## config.mk

```make
export PLATFORM = sky130hd
export DESIGN_NAME = http_request_head_parser
export DESIGN_NICKNAME = d
export VERILOG_FILES = /design/src/rtl/hrp_pkg.sv /design/src/rtl/hrp_core.sv /design/src/rtl/http_request_head_parser.sv
export SDC_FILE = /design/constraint.sdc
export NUM_CORES = 1
export LEC_CHECK = 0
export ABC_CLOCK_PERIOD_IN_PS = 3920
export BUFFER_PORTS_ARGS = -buffer_cell sky130_fd_sc_hd__buf_4
export CAP_MARGIN = 25
export CORE_ASPECT_RATIO = 0.6
export CORE_MARGIN = 2
export CORE_UTILIZATION = 29
export DETAILED_ROUTE_END_ITERATION = 6
export GPL_TIMING_DRIVEN = 1
export SYNTH_ARGS = -nofsm -noshare
export SYNTH_HDL_FRONTEND = slang
export SYNTH_SLANG_ARGS = --single-unit
export TNS_END_PERCENT = 50
```

## constraint.sdc

```tcl
create_clock -name i_clk -period 3.92 [get_ports i_clk]
set_clock_uncertainty 0.2 [all_clocks]
set_input_delay 0.392 -clock i_clk [delete_from_list [all_inputs] [get_ports i_clk]]
set_output_delay 0.392 -clock i_clk [all_outputs]
set_load 0.005 [all_outputs]
```

## src/rtl/hrp_pkg.sv

```systemverilog
// Shared types, character codes and helpers for the HTTP request head parser.
package hrp_pkg;

    localparam int ByteW    = 8;
    localparam int ClassW   = 3;
    localparam int VersionW = 2;
    localparam int InDataW  = 8;
    localparam int OutDataW = 16;
    localparam int OutUserW = 4;

    localparam logic [ByteW-1:0] ChCr    = 8'h0D;
    localparam logic [ByteW-1:0] ChLf    = 8'h0A;
    localparam logic [ByteW-1:0] ChSp    = 8'h20;
    localparam logic [ByteW-1:0] ChColon = 8'h3A;
    localparam logic [ByteW-1:0] ChSlash = 8'h2F;
    localparam logic [ByteW-1:0] ChZero  = 8'h30;
    localparam logic [ByteW-1:0] ChOne   = 8'h31;
    localparam logic [ByteW-1:0] ChTwo   = 8'h32;
    localparam logic [ByteW-1:0] ChUpA   = 8'h41;
    localparam logic [ByteW-1:0] ChUpZ   = 8'h5A;

    localparam logic [1:0] MethodLen = 2'd3;

    localparam logic [VersionW-1:0] Ver10      = 2'd0;
    localparam logic [VersionW-1:0] Ver11      = 2'd1;
    localparam logic [VersionW-1:0] Ver20      = 2'd2;
    localparam logic [VersionW-1:0] VerUnknown = 2'd3;

    localparam logic [1:0] MajorNone = 2'd0;
    localparam logic [1:0] MajorOne  = 2'd1;
    localparam logic [1:0] MajorTwo  = 2'd2;

    typedef enum logic [4:0] {
        PH_METHOD   = 5'd0,
        PH_SP1      = 5'd1,
        PH_URL      = 5'd2,
        PH_SP2      = 5'd3,
        PH_PROTO    = 5'd4,
        PH_MAJOR    = 5'd5,
        PH_DOT      = 5'd6,
        PH_MINOR    = 5'd7,
        PH_EOL      = 5'd8,
        PH_KEYFIRST = 5'd9,
        PH_KEY      = 5'd10,
        PH_COLSKIP  = 5'd11,
        PH_VSPFIRST = 5'd12,
        PH_VSPMORE  = 5'd13,
        PH_VAL      = 5'd14,
        PH_VEND     = 5'd15,
        PH_LINE     = 5'd16,
        PH_BLANKLF  = 5'd17,
        PH_PAYFIRST = 5'd18,
        PH_PAY      = 5'd19
    } t_phase;

    typedef enum logic [ClassW-1:0] {
        CLS_DELIM  = 3'd0,
        CLS_METHOD = 3'd1,
        CLS_URL    = 3'd2,
        CLS_KEY    = 3'd3,
        CLS_VALUE  = 3'd4,
        CLS_PAY    = 3'd5
    } t_class;

    typedef struct packed {
        logic [ByteW-1:0]    out_byte;
        t_class              field_class;
        logic                field_start;
        logic [VersionW-1:0] version_code;
        logic                parse_error;
        logic                head_done;
        logic                message_ok;
        logic                end_of_message;
    } t_result;

    function automatic logic [ByteW-1:0] to_lower(input logic [ByteW-1:0] b);
        if (b >= ChUpA && b <= ChUpZ) begin
            return b + 8'd32;
        end
        return b;
    endfunction

    // Letters of "get", indexed by match count.
    function automatic logic [ByteW-1:0] get_char(input logic [1:0] idx);
        logic [ByteW-1:0] c;
        case (idx)
            2'd0:    c = 8'h67;
            2'd1:    c = 8'h65;
            2'd2:    c = 8'h74;
            default: c = 8'h00;
        endcase
        return c;
    endfunction

endpackage

```

## src/rtl/hrp_core.sv

```systemverilog
// Parser phase registers and the per-byte next-state and tagging logic.
module hrp_core (
    input  logic                     i_clk,
    input  logic                     i_rst_n,
    input  logic                     i_step,
    input  logic [hrp_pkg::ByteW-1:0] i_byte,
    input  logic                     i_last,
    output hrp_pkg::t_result         o_result
);
    import hrp_pkg::*;

    t_phase              r_phase, n_phase;
    logic [1:0]          r_cnt, n_cnt;
    logic                r_mis, n_mis;
    logic [1:0]          r_major, n_major;
    logic [VersionW-1:0] r_ver, n_ver;
    logic                r_err, n_err;

    logic   crlf;
    logic   err_set;
    logic   head;
    logic   err_out;
    t_class cls;
    logic   start;

    always_comb begin
        crlf    = (i_byte == ChCr) || (i_byte == ChLf);
        n_phase = r_phase;
        n_cnt   = r_cnt;
        n_mis   = r_mis;
        n_major = r_major;
        n_ver   = r_ver;
        err_set = 1'b0;
        cls     = CLS_DELIM;
        start   = 1'b0;
        if (!r_err) begin
            case (r_phase)
                PH_METHOD: begin
                    if (i_byte == ChSp) begin
                        if (r_mis || r_cnt != MethodLen) err_set = 1'b1;
                        else n_phase = PH_SP1;
                    end else if (crlf) begin
                        err_set = 1'b1;
                    end else begin
                        cls   = CLS_METHOD;
                        start = (r_cnt == 2'd0) && !r_mis;
                        if (!r_mis) begin
                            if (r_cnt < MethodLen && to_lower(i_byte) == get_char(r_cnt))
                                n_cnt = r_cnt + 2'd1;
                            else
                                n_mis = 1'b1;
                        end
                    end
                end
                PH_SP1: begin
                    if (i_byte == ChSp) begin
                        n_phase = PH_SP1;
                    end else if (crlf) begin
                        err_set = 1'b1;
                    end else begin
                        cls = CLS_URL; start = 1'b1; n_phase = PH_URL;
                    end
                end
                PH_URL: begin
                    if (i_byte == ChSp) n_phase = PH_SP2;
                    else if (crlf) err_set = 1'b1;
                    else cls = CLS_URL;
                end
                PH_SP2: begin
                    if (i_byte == ChSp) n_phase = PH_SP2;
                    else if (crlf) err_set = 1'b1;
                    else if (i_byte == ChSlash) n_phase = PH_MAJOR;
                    else n_phase = PH_PROTO;
                end
                PH_PROTO: begin
                    if (i_byte == ChSlash) n_phase = PH_MAJOR;
                    else if (crlf) err_set = 1'b1;
                end
                PH_MAJOR: begin
                    if (i_byte == ChOne) n_major = MajorOne;
                    else if (i_byte == ChTwo) n_major = MajorTwo;
                    else err_set = 1'b1;
                    n_phase = PH_DOT;
                end
                PH_DOT: n_phase = PH_MINOR;
                PH_MINOR: begin
                    if (r_major == MajorOne && i_byte == ChZero) n_ver = Ver10;
                    else if (r_major == MajorOne && i_byte == ChOne) n_ver = Ver11;
                    else if (r_major == MajorTwo && i_byte == ChZero) n_ver = Ver20;
                    else err_set = 1'b1;
                    n_phase = PH_EOL;
                end
                PH_EOL: begin
                    if (i_byte == ChLf) n_phase = PH_KEYFIRST;
                end
                PH_KEYFIRST: begin
                    if (crlf) begin
                        err_set = 1'b1;
                    end else if (i_byte == ChColon) begin
                        n_phase = PH_COLSKIP;
                    end else begin
                        cls = CLS_KEY; start = 1'b1; n_phase = PH_KEY;
                    end
                end
                PH_KEY: begin
                    if (i_byte == ChColon) n_phase = PH_COLSKIP;
                    else if (crlf) err_set = 1'b1;
                    else cls = CLS_KEY;
                end
                PH_COLSKIP: n_phase = PH_VSPFIRST;
                PH_VSPFIRST: begin
                    if (i_byte == ChSp) begin
                        n_phase = PH_VSPMORE;
                    end else if (i_byte == ChCr) begin
                        n_phase = PH_VEND;
                    end else begin
                        cls = CLS_VALUE; start = 1'b1; n_phase = PH_VAL;
                    end
                end
                PH_VSPMORE: begin
                    if (i_byte == ChSp) begin
                        n_phase = PH_VSPMORE;
                    end else if (crlf) begin
                        err_set = 1'b1;
                    end else begin
                        cls = CLS_VALUE; start = 1'b1; n_phase = PH_VAL;
                    end
                end
                PH_VAL: begin
                    if (i_byte == ChCr) n_phase = PH_VEND;
                    else if (i_byte == ChLf) err_set = 1'b1;
                    else cls = CLS_VALUE;
                end
                PH_VEND: n_phase = PH_LINE;
                PH_LINE: begin
                    if (i_byte == ChCr) begin
                        n_phase = PH_BLANKLF;
                    end else if (i_byte == ChColon) begin
                        n_phase = PH_COLSKIP;
                    end else begin
                        cls = CLS_KEY; start = 1'b1; n_phase = PH_KEY;
                    end
                end
                PH_BLANKLF: begin
                    if (i_byte == ChLf) n_phase = PH_PAYFIRST;
                    else err_set = 1'b1;
                end
                PH_PAYFIRST: begin
                    cls = CLS_PAY; start = 1'b1; n_phase = PH_PAY;
                end
                PH_PAY: cls = CLS_PAY;
                default: err_set = 1'b1;
            endcase
            if (err_set) begin
                cls   = CLS_DELIM;
                start = 1'b0;
            end
        end
        n_err   = r_err | err_set;
        head    = (n_phase == PH_PAYFIRST) || (n_phase == PH_PAY);
        err_out = n_err | (i_last & ~head);

        o_result.out_byte       = i_byte;
        o_result.field_class    = cls;
        o_result.field_start    = start;
        o_result.version_code   = n_ver;
        o_result.parse_error    = err_out;
        o_result.head_done      = head;
        o_result.message_ok     = i_last & ~err_out & head;
        o_result.end_of_message = i_last;
    end

    // State returns to reset after the last byte of a message.
    always_ff @(posedge i_clk) begin
        if (!i_rst_n || (i_step && i_last)) begin
            r_phase <= PH_METHOD;
            r_cnt   <= 2'd0;
            r_mis   <= 1'b0;
            r_major <= MajorNone;
            r_ver   <= VerUnknown;
            r_err   <= 1'b0;
        end else if (i_step) begin
            r_phase <= n_phase;
            r_cnt   <= n_cnt;
            r_mis   <= n_mis;
            r_major <= n_major;
            r_ver   <= n_ver;
            r_err   <= n_err;
        end
    end

endmodule

```

## src/rtl/http_request_head_parser.sv

```systemverilog
// Top level of the HTTP request head parser: input register, parser core, result register.
// Usage
//   Input stream (s_axis): one request byte per item in tdata[7:0], tlast on
//   the final byte of the message. Output stream (m_axis): one item per input
//   byte carrying the echoed byte, its field tag (tuser), the version code,
//   the sticky error, head-done and message-ok flags; tlast copies the input
//   tlast.
// Pipeline
//   An accepted byte is parsed on its way from the input register into the
//   result register and is then offered on m_axis.
// Throughput
//   One item per cycle while m_axis is not stalled, with both register
//   stages moving in the same cycle.
// Stall behavior
//   When i_m_axis_tready is low, the result register holds and the input
//   register can still take one more byte; after that s_axis tready drops.
//   The parser state advances only when a byte moves into the result register.
// Reset
//   i_rst_n (synchronous, active low) empties both stages and puts the parser
//   back in the method phase with the version unknown. The parser also returns
//   to that state on its own after each byte that carries tlast.
module http_request_head_parser (
    input  logic                          i_clk,
    input  logic                          i_rst_n,
    input  logic                          i_s_axis_tvalid,
    output logic                          o_s_axis_tready,
    input  logic [hrp_pkg::InDataW-1:0]   i_s_axis_tdata,  // [7:0] data_byte
    input  logic                          i_s_axis_tlast,  // last
    output logic                          o_m_axis_tvalid,
    input  logic                          i_m_axis_tready,
    // [7:0] out_byte, [9:8] version_code, [10] parse_error, [11] head_done,
    // [12] message_ok, [15:13] zero
    output logic [hrp_pkg::OutDataW-1:0]  o_m_axis_tdata,
    output logic [hrp_pkg::OutUserW-1:0]  o_m_axis_tuser,  // [2:0] field_class, [3] field_start
    output logic                          o_m_axis_tlast   // end_of_message
);
    import hrp_pkg::*;

    // input stage
    logic             r_in_valid;
    logic [ByteW-1:0] r_in_byte;
    logic             r_in_last;

    // result stage
    logic    r_out_valid;
    t_result r_out;

    logic    adv;      // byte moves from input stage into result stage
    t_result core_res;

    assign adv             = r_in_valid && (!r_out_valid || i_m_axis_tready);
    assign o_s_axis_tready = !r_in_valid || adv;

    always_ff @(posedge i_clk) begin
        if (!i_rst_n) begin
            r_in_valid <= 1'b0;
        end else if (o_s_axis_tready) begin
            r_in_valid <= i_s_axis_tvalid;
        end
    end

    always_ff @(posedge i_clk) begin
        if (o_s_axis_tready && i_s_axis_tvalid) begin
            r_in_byte <= i_s_axis_tdata[ByteW-1:0];
            r_in_last <= i_s_axis_tlast;
        end
    end

    hrp_core u_core (
        .i_clk    (i_clk),
        .i_rst_n  (i_rst_n),
        .i_step   (adv),
        .i_byte   (r_in_byte),
        .i_last   (r_in_last),
        .o_result (core_res)
    );

    always_ff @(posedge i_clk) begin
        if (!i_rst_n) begin
            r_out_valid <= 1'b0;
        end else if (!r_out_valid || i_m_axis_tready) begin
            r_out_valid <= r_in_valid;
        end
    end

    always_ff @(posedge i_clk) begin
        if (adv) begin
            r_out <= core_res;
        end
    end

    assign o_m_axis_tvalid = r_out_valid;
    assign o_m_axis_tdata  = {3'b000, r_out.message_ok, r_out.head_done,
                              r_out.parse_error, r_out.version_code, r_out.out_byte};
    assign o_m_axis_tuser  = {r_out.field_start, r_out.field_class};
    assign o_m_axis_tlast  = r_out.end_of_message;

    // A good message needs a finished head, no error, and sits on the last byte.
    a_ok_consistent: assert property (@(posedge i_clk) disable iff (!i_rst_n)
        (o_m_axis_tvalid && r_out.message_ok) |->
            (r_out.head_done && !r_out.parse_error && r_out.end_of_message))
        else $error("message_ok without finished head");

    // Field starts only tag real field bytes.
    a_start_tagged: assert property (@(posedge i_clk) disable iff (!i_rst_n)
        (o_m_axis_tvalid && r_out.field_start) |-> (r_out.field_class != CLS_DELIM))
        else $error("field_start on delimiter byte");

    // Input side backs up only when the input stage holds an item that cannot move.
    a_ready_stall: assert property (@(posedge i_clk) disable iff (!i_rst_n)
        !o_s_axis_tready |-> (r_in_valid && r_out_valid && !i_m_axis_tready))
        else $error("input stalled without a blocked output");

endmodule

```

==> metrics.yaml, run 1 <==
clockBufferDepth: 2
ys_warn_count: 0
fillers: 976
rr_worst_depth: 6
cts_tree: "built"
leakage_nw: 1.18
crit_start: "u_core.r_phase[4]$_SDFFE_PP0P_"
nets: 352
hold_violations: 0
synth_top_area_frac: 0.286
routedLengthMet1_um: 4370
first_pass_iters: 5
worstPathArrival_ns: 2.85
synth_seq_cells: 42
status: "finished, final reports clean"
wl_um: 8450
hold_path.class: "in -> reg"
r2r_end: "o_m_axis_tdata[12]$_DFFE_PP_"
clk_latency_ns: 0.29
drive_gt1_frac: 0.209
postCtsResizedCells: 0
dr_wl_met3_um: 1060
ant_nets: 0
drt-vias-per-instance: 5.62
fin_crit_ns: 2.95
setup_violations: 0
die_w_um: 132
tightest_slew_ns: 0.846
first_iter_violations: 318
maxCapViolCount: 0
cp-end-kind: "flip-flop"
holdBufCountCts: 0
die_area_sq_um: 10600
drc: 0
fin_area_sq_um: 3320
timing_worst_setup_path_type: "reg -> reg"
max-slew-margin-rel: 0.435
rrSetupSlack_ns: 0.97
power_density_nw_per_um2: 338
hpwlAfterDp_um: 6470
period_share: 0.751
cts.clk_slew.worst_paths_ns: 0.06
synth-main-ff-cell: "edfxtp_1"
async_flop_share: 0
top_layer: "met4"
syn_area_per_cell_sq_um: 9.20
yosysSeqAreaShare: 0.392
cts_buffers: 5
rows: 27
synthTopCellsByArea: "edfxtp_1 (29%), dfxtp_1 (11%), nand2_1 (3.6%), nor2_1 (3.3%), a21oi_1 (3.2%)"
gr-total-overflow: 0
num_antenna_cells: 0
required_ns: 3.82
ioPinCount: 36
cts.sinks: 42
synthDistinctLibCells: 75
die_height_um: 80.6
max_freq_ghz: 0.339
post_drt_wl_per_cell_um: 18.2
r2r_start: "u_core.r_phase[4]$_SDFFE_PP0P_"
whs_ns: 0.0815
area_growth_syn_to_layout_pct: 17.3
vias: 2615
h-tree-depth: 2
grt_usage: 0.164
clock-root-buffer: "clkbuf_16"
vdd_drop_max_mv: 0.191
postCtsSetupBuffers: 0
grt_pass1_vias: 2381
dpl.cell_count: 457
wl_met2_um: 2960
start_kind: "flip-flop"
crit_end: "o_m_axis_tdata[12]$_DFFE_PP_"
syn_area_sq_um: 2830
rsz0062_at_grt: "no"
port-buffer-count: 32
fin_setup_tns_ns: 0
yosys.area.top_type: "edfxtp_1"
synth_cells: 308
crit_fanout: 25
placed_cell_area_sq_um: 3170
antenna_found_initial: 0
stdcell_count: 465
finalPower_mw: 1.12
grt_max_degree: 26
routabilityCongestion: 0.999
finalMaxSlewViolations: 0
synth_edf_count: 27
initial_core_util: 0.304
core_sq_um: 9320
grt_pass1_wl_um: 13400
[worst max-delay path, stage by stage (launching register included)]
cell	delay [ns]
dfxtp_1	0.87
nor3_1	0.24
and2_1	0.30
o22ai_1	0.24
a31oi_1	0.14
a311o_2	0.42
a2111oi_2	0.34
[cells by family (layout without fill, tap and decap cells)]
family | Yosys count | after routing | synth area share
AO/OA/AOI/OAI | 85 | 85 | 0.212
buffers and inverters | 33 | 58 | 0.0583
multiplexers | 2 | 2 | 0.00706
flip-flops | 42 | 42 | 0.392
AND/OR/NAND/NOR | 135 | 135 | 0.292
adder cells (fa/ha/maj) | 5 | 5 | 0.0221
XOR/XNOR | 5 | 5 | 0.0155
other | 1 | 3 | 0.00132
[cell usage in the layout, fill, tap and decap left out, types with 4 or more instances in the layout]
master     netlist  routed
a31oi_1         11      11
ha_1             5       5
inv_1           11      11
xnor2_1          4       4
nand2_1         27      27
nand3_1          7       7
edfxtp_1        27      27
and2_1           7       7
a211oi_1         4       4
nor2_1          25      25
nor2b_1          8       8
o211ai_1         5       5
nand4_1          5       5
nand2b_1         6       6
a21oi_1         18      18
nor3_1          10      10
o22ai_1          4       4
o21ai_0         14      14
dfxtp_1         15      15
buf_4            3      39
clkbuf_16        0       5
[flip-flops by register name (all words and copies together), names as in the netlist]
register	cells
o_m_axis_tlast	1
u_core.r_err	1
u_core.r_major	2
u_core.r_cnt	2
u_core.r_phase	5
o_m_axis_tvalid	1
o_m_axis_tdata	13
r_in_byte	8
r_in_last	1
o_m_axis_tuser	4
u_core.r_mis	1
r_in_valid	1
u_core.r_ver	2
[through the flow]
stage / worst slack (ns) / utilization
after floorplan: 1.54 / -
after global placement: 0.995 / 0.340
after detailed placement: 1.05 / 0.340
after CTS: 1.05 / 0.357
after global routing: 0.757 / 0.357
final: 0.974 / 0.357
[worst min-delay path by stage]
| stage | from | slack [ns] | depth (start not counted) | endpoint |
|---|---|---|---|---|
| CTS | i_s_axis_tdata[1] | 0.08 | 1 | r_in_byte[1]$_DFFE_PP_ |
| detailed placement | u_core.r_ver[0]$_SDFFE_PP1P_ | 0.30 | 2 | u_core.r_ver[0]$_SDFFE_PP1P_ |
| global route | i_s_axis_tdata[2] | 0.07 | 1 | r_in_byte[2]$_DFFE_PP_ |
| floorplan | r_in_byte[2]$_DFFE_PP_ | 0.22 | 0 | o_m_axis_tdata[2]$_DFFE_PP_ |
| finish | i_s_axis_tdata[3] | 0.08 | 1 | r_in_byte[3]$_DFFE_PP_ |
| global placement | u_core.r_ver[0]$_SDFFE_PP1P_ | 0.29 | 2 | u_core.r_ver[0]$_SDFFE_PP1P_ |
[cell type report]
type / count / area [sq um] / area share
tap: 130 / 163 / 0.0489
sequential: 42 / 1110 / 0.334
timing repair buffer: 39 / 293 / 0.0881
clock buffer: 7 / 143 / 0.0429
multi-input combinational: 235 / 1570 / 0.471
inverter: 11 / 41.3 / 0.0124
clock inverter: 1 / 8.76 / 0.00263
[report_power, final]
| part | total (mW) | internal [mW] | switching, mW |
|---|---|---|---|
| sequential | 0.524 | 0.495 | 0.0297 |
| clock | 0.433 | 0.256 | 0.177 |
| combinational | 0.167 | 0.0680 | 0.0989 |
| total | 1.12 | 0.819 | 0.305 |
[cells in the mapped netlist, types with 4 or more instances]
master and instances:
buf_2 6, a211oi_1 4, nor2b_1 8, o22ai_1 4, o21ai_0 14, inv_1 11
a31oi_1 11, nor2_1 25, xnor2_1 4, clkbuf_1 6, ha_1 5, nand4_1 5
nor3_1 10, dfxtp_1 15, a21oi_1 18, and2_1 7, buf_1 4, o211ai_1 5
edfxtp_1 27, nand3_1 7, nand2_1 27, nand2b_1 6
[per-layer routing]
layer  up-vias  track usage
met3         8       0.0593
met5         -            0
met2       135        0.201
li1       1207            -
met1      1265        0.262
met4         0       0.0272
No activity file was read; power rests on OpenSTA's default activity.
==> run 2, diff against run 1 <==
--- a/config.mk
+++ b/config.mk
@@ -5,7 +5,8 @@
 export SDC_FILE = /design/constraint.sdc
 export NUM_CORES = 1
 export LEC_CHECK = 0
-export ABC_CLOCK_PERIOD_IN_PS = 3920
+export ABC_AREA = 1
+export ABC_CLOCK_PERIOD_IN_PS = 2400
 export BUFFER_PORTS_ARGS = -buffer_cell sky130_fd_sc_hd__buf_4
 export CAP_MARGIN = 25
 export CORE_ASPECT_RATIO = 0.6
==> constraint.sdc (replaced) <==
create_clock -name i_clk -period 2.4 [get_ports i_clk]
set_clock_uncertainty 0.2 [all_clocks]
set_input_delay 0.24 -clock i_clk [delete_from_list [all_inputs] [get_ports i_clk]]
set_output_delay 0.24 -clock i_clk [all_outputs]
set_load 0.005 [all_outputs]
==> metrics.yaml, run 2 <==
yosysSeqAreaShare: 0.411  # +0.0192
leakage_nw: 1.70  # +44%
grt_max_degree: 16  # -38%
drc: 0  # unchanged
synth-main-ff-cell: "edfxtp_1"
die_area_sq_um: 10100  # -4.5%
vias: 2796  # +6.9%
h-tree-depth: 2  # unchanged
power_density_nw_per_um2: 606  # +79%
ys_warn_count: 0  # unchanged
num_antenna_cells: 0  # unchanged
ant_nets: 0  # unchanged
cts_buffers: 5  # unchanged
die_height_um: 78.8  # -2.3%
nets: 458  # +30%
synth_top_area_frac: 0.300  # +0.0140
die_w_um: 129  # -2.3%
syn_area_per_cell_sq_um: 7.30  # -21%
grt_pass1_wl_um: 12300  # -7.6%
area_growth_syn_to_layout_pct: 31.2
routabilityCongestion: 1.11  # +11%
gr-total-overflow: 0  # unchanged
synth_most_common_cell: "nand2_1"
yosys.area.top_type: "edfxtp_1"
clock-root-buffer: "clkbuf_16"
fin_area_sq_um: 3540  # +6.6%
dpl.cell_count: 532  # +16%
synthTopCellsByArea: "edfxtp_1 (30%), nand2_1 (12%), dfxtp_1 (11%), nor2_1 (6.9%), inv_1 (6.5%)"
core_sq_um: 9120  # -2.2%
vdd_drop_max_mv: 0.266  # +39%
grt_usage: 0.161  # -0.00273
start_kind: "flip-flop"
hold_violations: 0  # unchanged
critPathMaxStageDelay_ns: 0.48  # -0.39 ns
rrSetupSlack_ns: 0.03  # -0.95 ns
largest_reg_flops: 13  # unchanged
max_freq_ghz: 0.421  # +24%
fillers: 945  # -3.2%
stdcell_count: 557  # +20%
ioPinCount: 36  # unchanged
clk_latency_ns: 0.30  # about the same
crit_top_cell: "nand2_1"
hpwlAfterDp_um: 6300  # -2.7%
required_ns: 2.25  # -1.57 ns
drt-vias-per-instance: 5.02  # -11%
final_common_cell: "nand2_1"
async_flop_share: 0  # unchanged
cts.sinks: 42  # unchanged
crit_fanout: 9  # -64%
rows: 27  # unchanged
maxCapViolCount: 0  # unchanged
synth_cells: 370  # +20%
placed_cell_area_sq_um: 3180  # +0.24%
cp_cell_sequence: "inv_1 -> nand2_1 -> nor2_2 -> nand2_4 -> nand3_2 -> nand2_1 -> nand4_1 -> nand2_1 -> o21ai_1 -> nand2_1 -> nand2_1 -> nand2_1"
fin_crit_ns: 2.37  # -0.572 ns
initial_core_util: 0.296  # -0.00779
cp-end-kind: "flip-flop"
drive_gt1_frac: 0.265  # +0.0564
timing_worst_setup_path_type: "reg -> reg"
clockBufferDepth: 2  # unchanged
status: "finished, final reports clean"
grt_pass1_vias: 2376  # -0.21%
wl_um: 8220  # -2.8%
synthDistinctLibCells: 36  # -52%
first_pass_iters: 5  # unchanged
finalMaxSlewViolations: 0  # unchanged
fin_setup_tns_ns: 0  # unchanged
finalPower_mw: 2.15  # +91%
synth_seq_cells: 42  # unchanged
cpMaxStageDelayCell: "edfxtp_1"
cts.clk_slew.worst_paths_ns: 0.07  # about the same
cts_tree: "built"
rsz0062_at_grt: "yes"
syn_area_sq_um: 2700  # -4.7%
hold_path.class: "in -> reg"
worstPathArrival_ns: 2.22  # -0.63 ns
whs_ns: 0.0301  # -0.0514 ns
yosys-top-cells-count: "nand2_1 (86), nor2_1 (50), inv_1 (47)"
antenna_found_initial: 0  # unchanged
period_share: 0.989  # +0.238
final_cell_mix: "nand2_1 (84), buf_4 (56), inv_1 (46), nor2_1 (46), edfxtp_1 (27)"
port-buffer-count: 32  # unchanged
setup_violations: 0  # unchanged
post_drt_wl_per_cell_um: 14.7  # -19%
first_iter_violations: 387  # +22%
synth_edf_count: 27  # unchanged
## run 2: final timing paths
kind | from | endpoint | cells past startpoint
max reg2reg | r_in_byte[0]$_DFFE_PP_ | o_m_axis_tdata[10]$_DFFE_PP_ | 12
max | r_in_byte[0]$_DFFE_PP_ | o_m_axis_tdata[10]$_DFFE_PP_ | 12
min | i_m_axis_tready | o_m_axis_tvalid$_SDFFE_PN0P_ | 4
min reg2reg | u_core.r_ver[0]$_SDFFE_PP1P_ | u_core.r_ver[0]$_SDFFE_PP1P_ | 2
## run 2: cell type report
type	count	area, sq um	share of cell area
sequential	42	1120	0.315
timing repair buffer	66	520	0.147
clock inverter	3	25.0	0.00706
tap	116	145	0.0410
inverter	59	221	0.0625
multi-input combinational	266	1390	0.392
clock buffer	5	125	0.0353
## run 2: routing by layer
metal	wire [um]	global-route usage	vias up	share of wire
li1	-	-	1359	-
met1	4010	0.245	1262	0.49
met2	3170	0.217	150	0.39
met3	885	0.0492	25	0.11
met4	146	0.0457	0	0.018
met5	0	0	-	0
## run 2: repair_timing
action | CTS | global route
setup endpoints to repair | 1 | 7
setup buffers | 0 | 7
pin swaps | 0 | 2
gates resized for setup | 1 | 18
hold buffers | 10 | 0
endpoints found under the hold margin | 11 | 0
## run 2: kinds of logic after synthesis
group                      Yosys count  synth area share
buffers and inverters               64            0.0973
adders and majority gates            5            0.0232
and+or+nand+nor                    207             0.356
DFF                                 42             0.411
other                                1           0.00139
AOI/OAI and AO/OA                   51             0.111
## run 2: stage by stage
step | util | setup slack, ns
finish | 0.388 | 0.0263
global placement | 0.349 | -0.0307
global route | 0.388 | -0.103
detailed placement | 0.349 | 0.00768
CTS | 0.376 | 0.0411
floorplan | - | 0.386
## run 2: worst max-delay path, delay by kind of cell, from the launching register on
family	cells	cell delay (ns)
simple gates	10	1.12
compound gates	1	0.15
buf+inv	1	0.17
flops	1	0.48
## run 2: power breakdown
part / switching [mW] / leakage, nW / internal [mW] / total, mW
Combinational: 0.359 / 1.25 / 0.208 / 0.568
Clock: 0.318 / 0.0704 / 0.391 / 0.709
Sequential: 0.0402 / 0.379 / 0.831 / 0.871
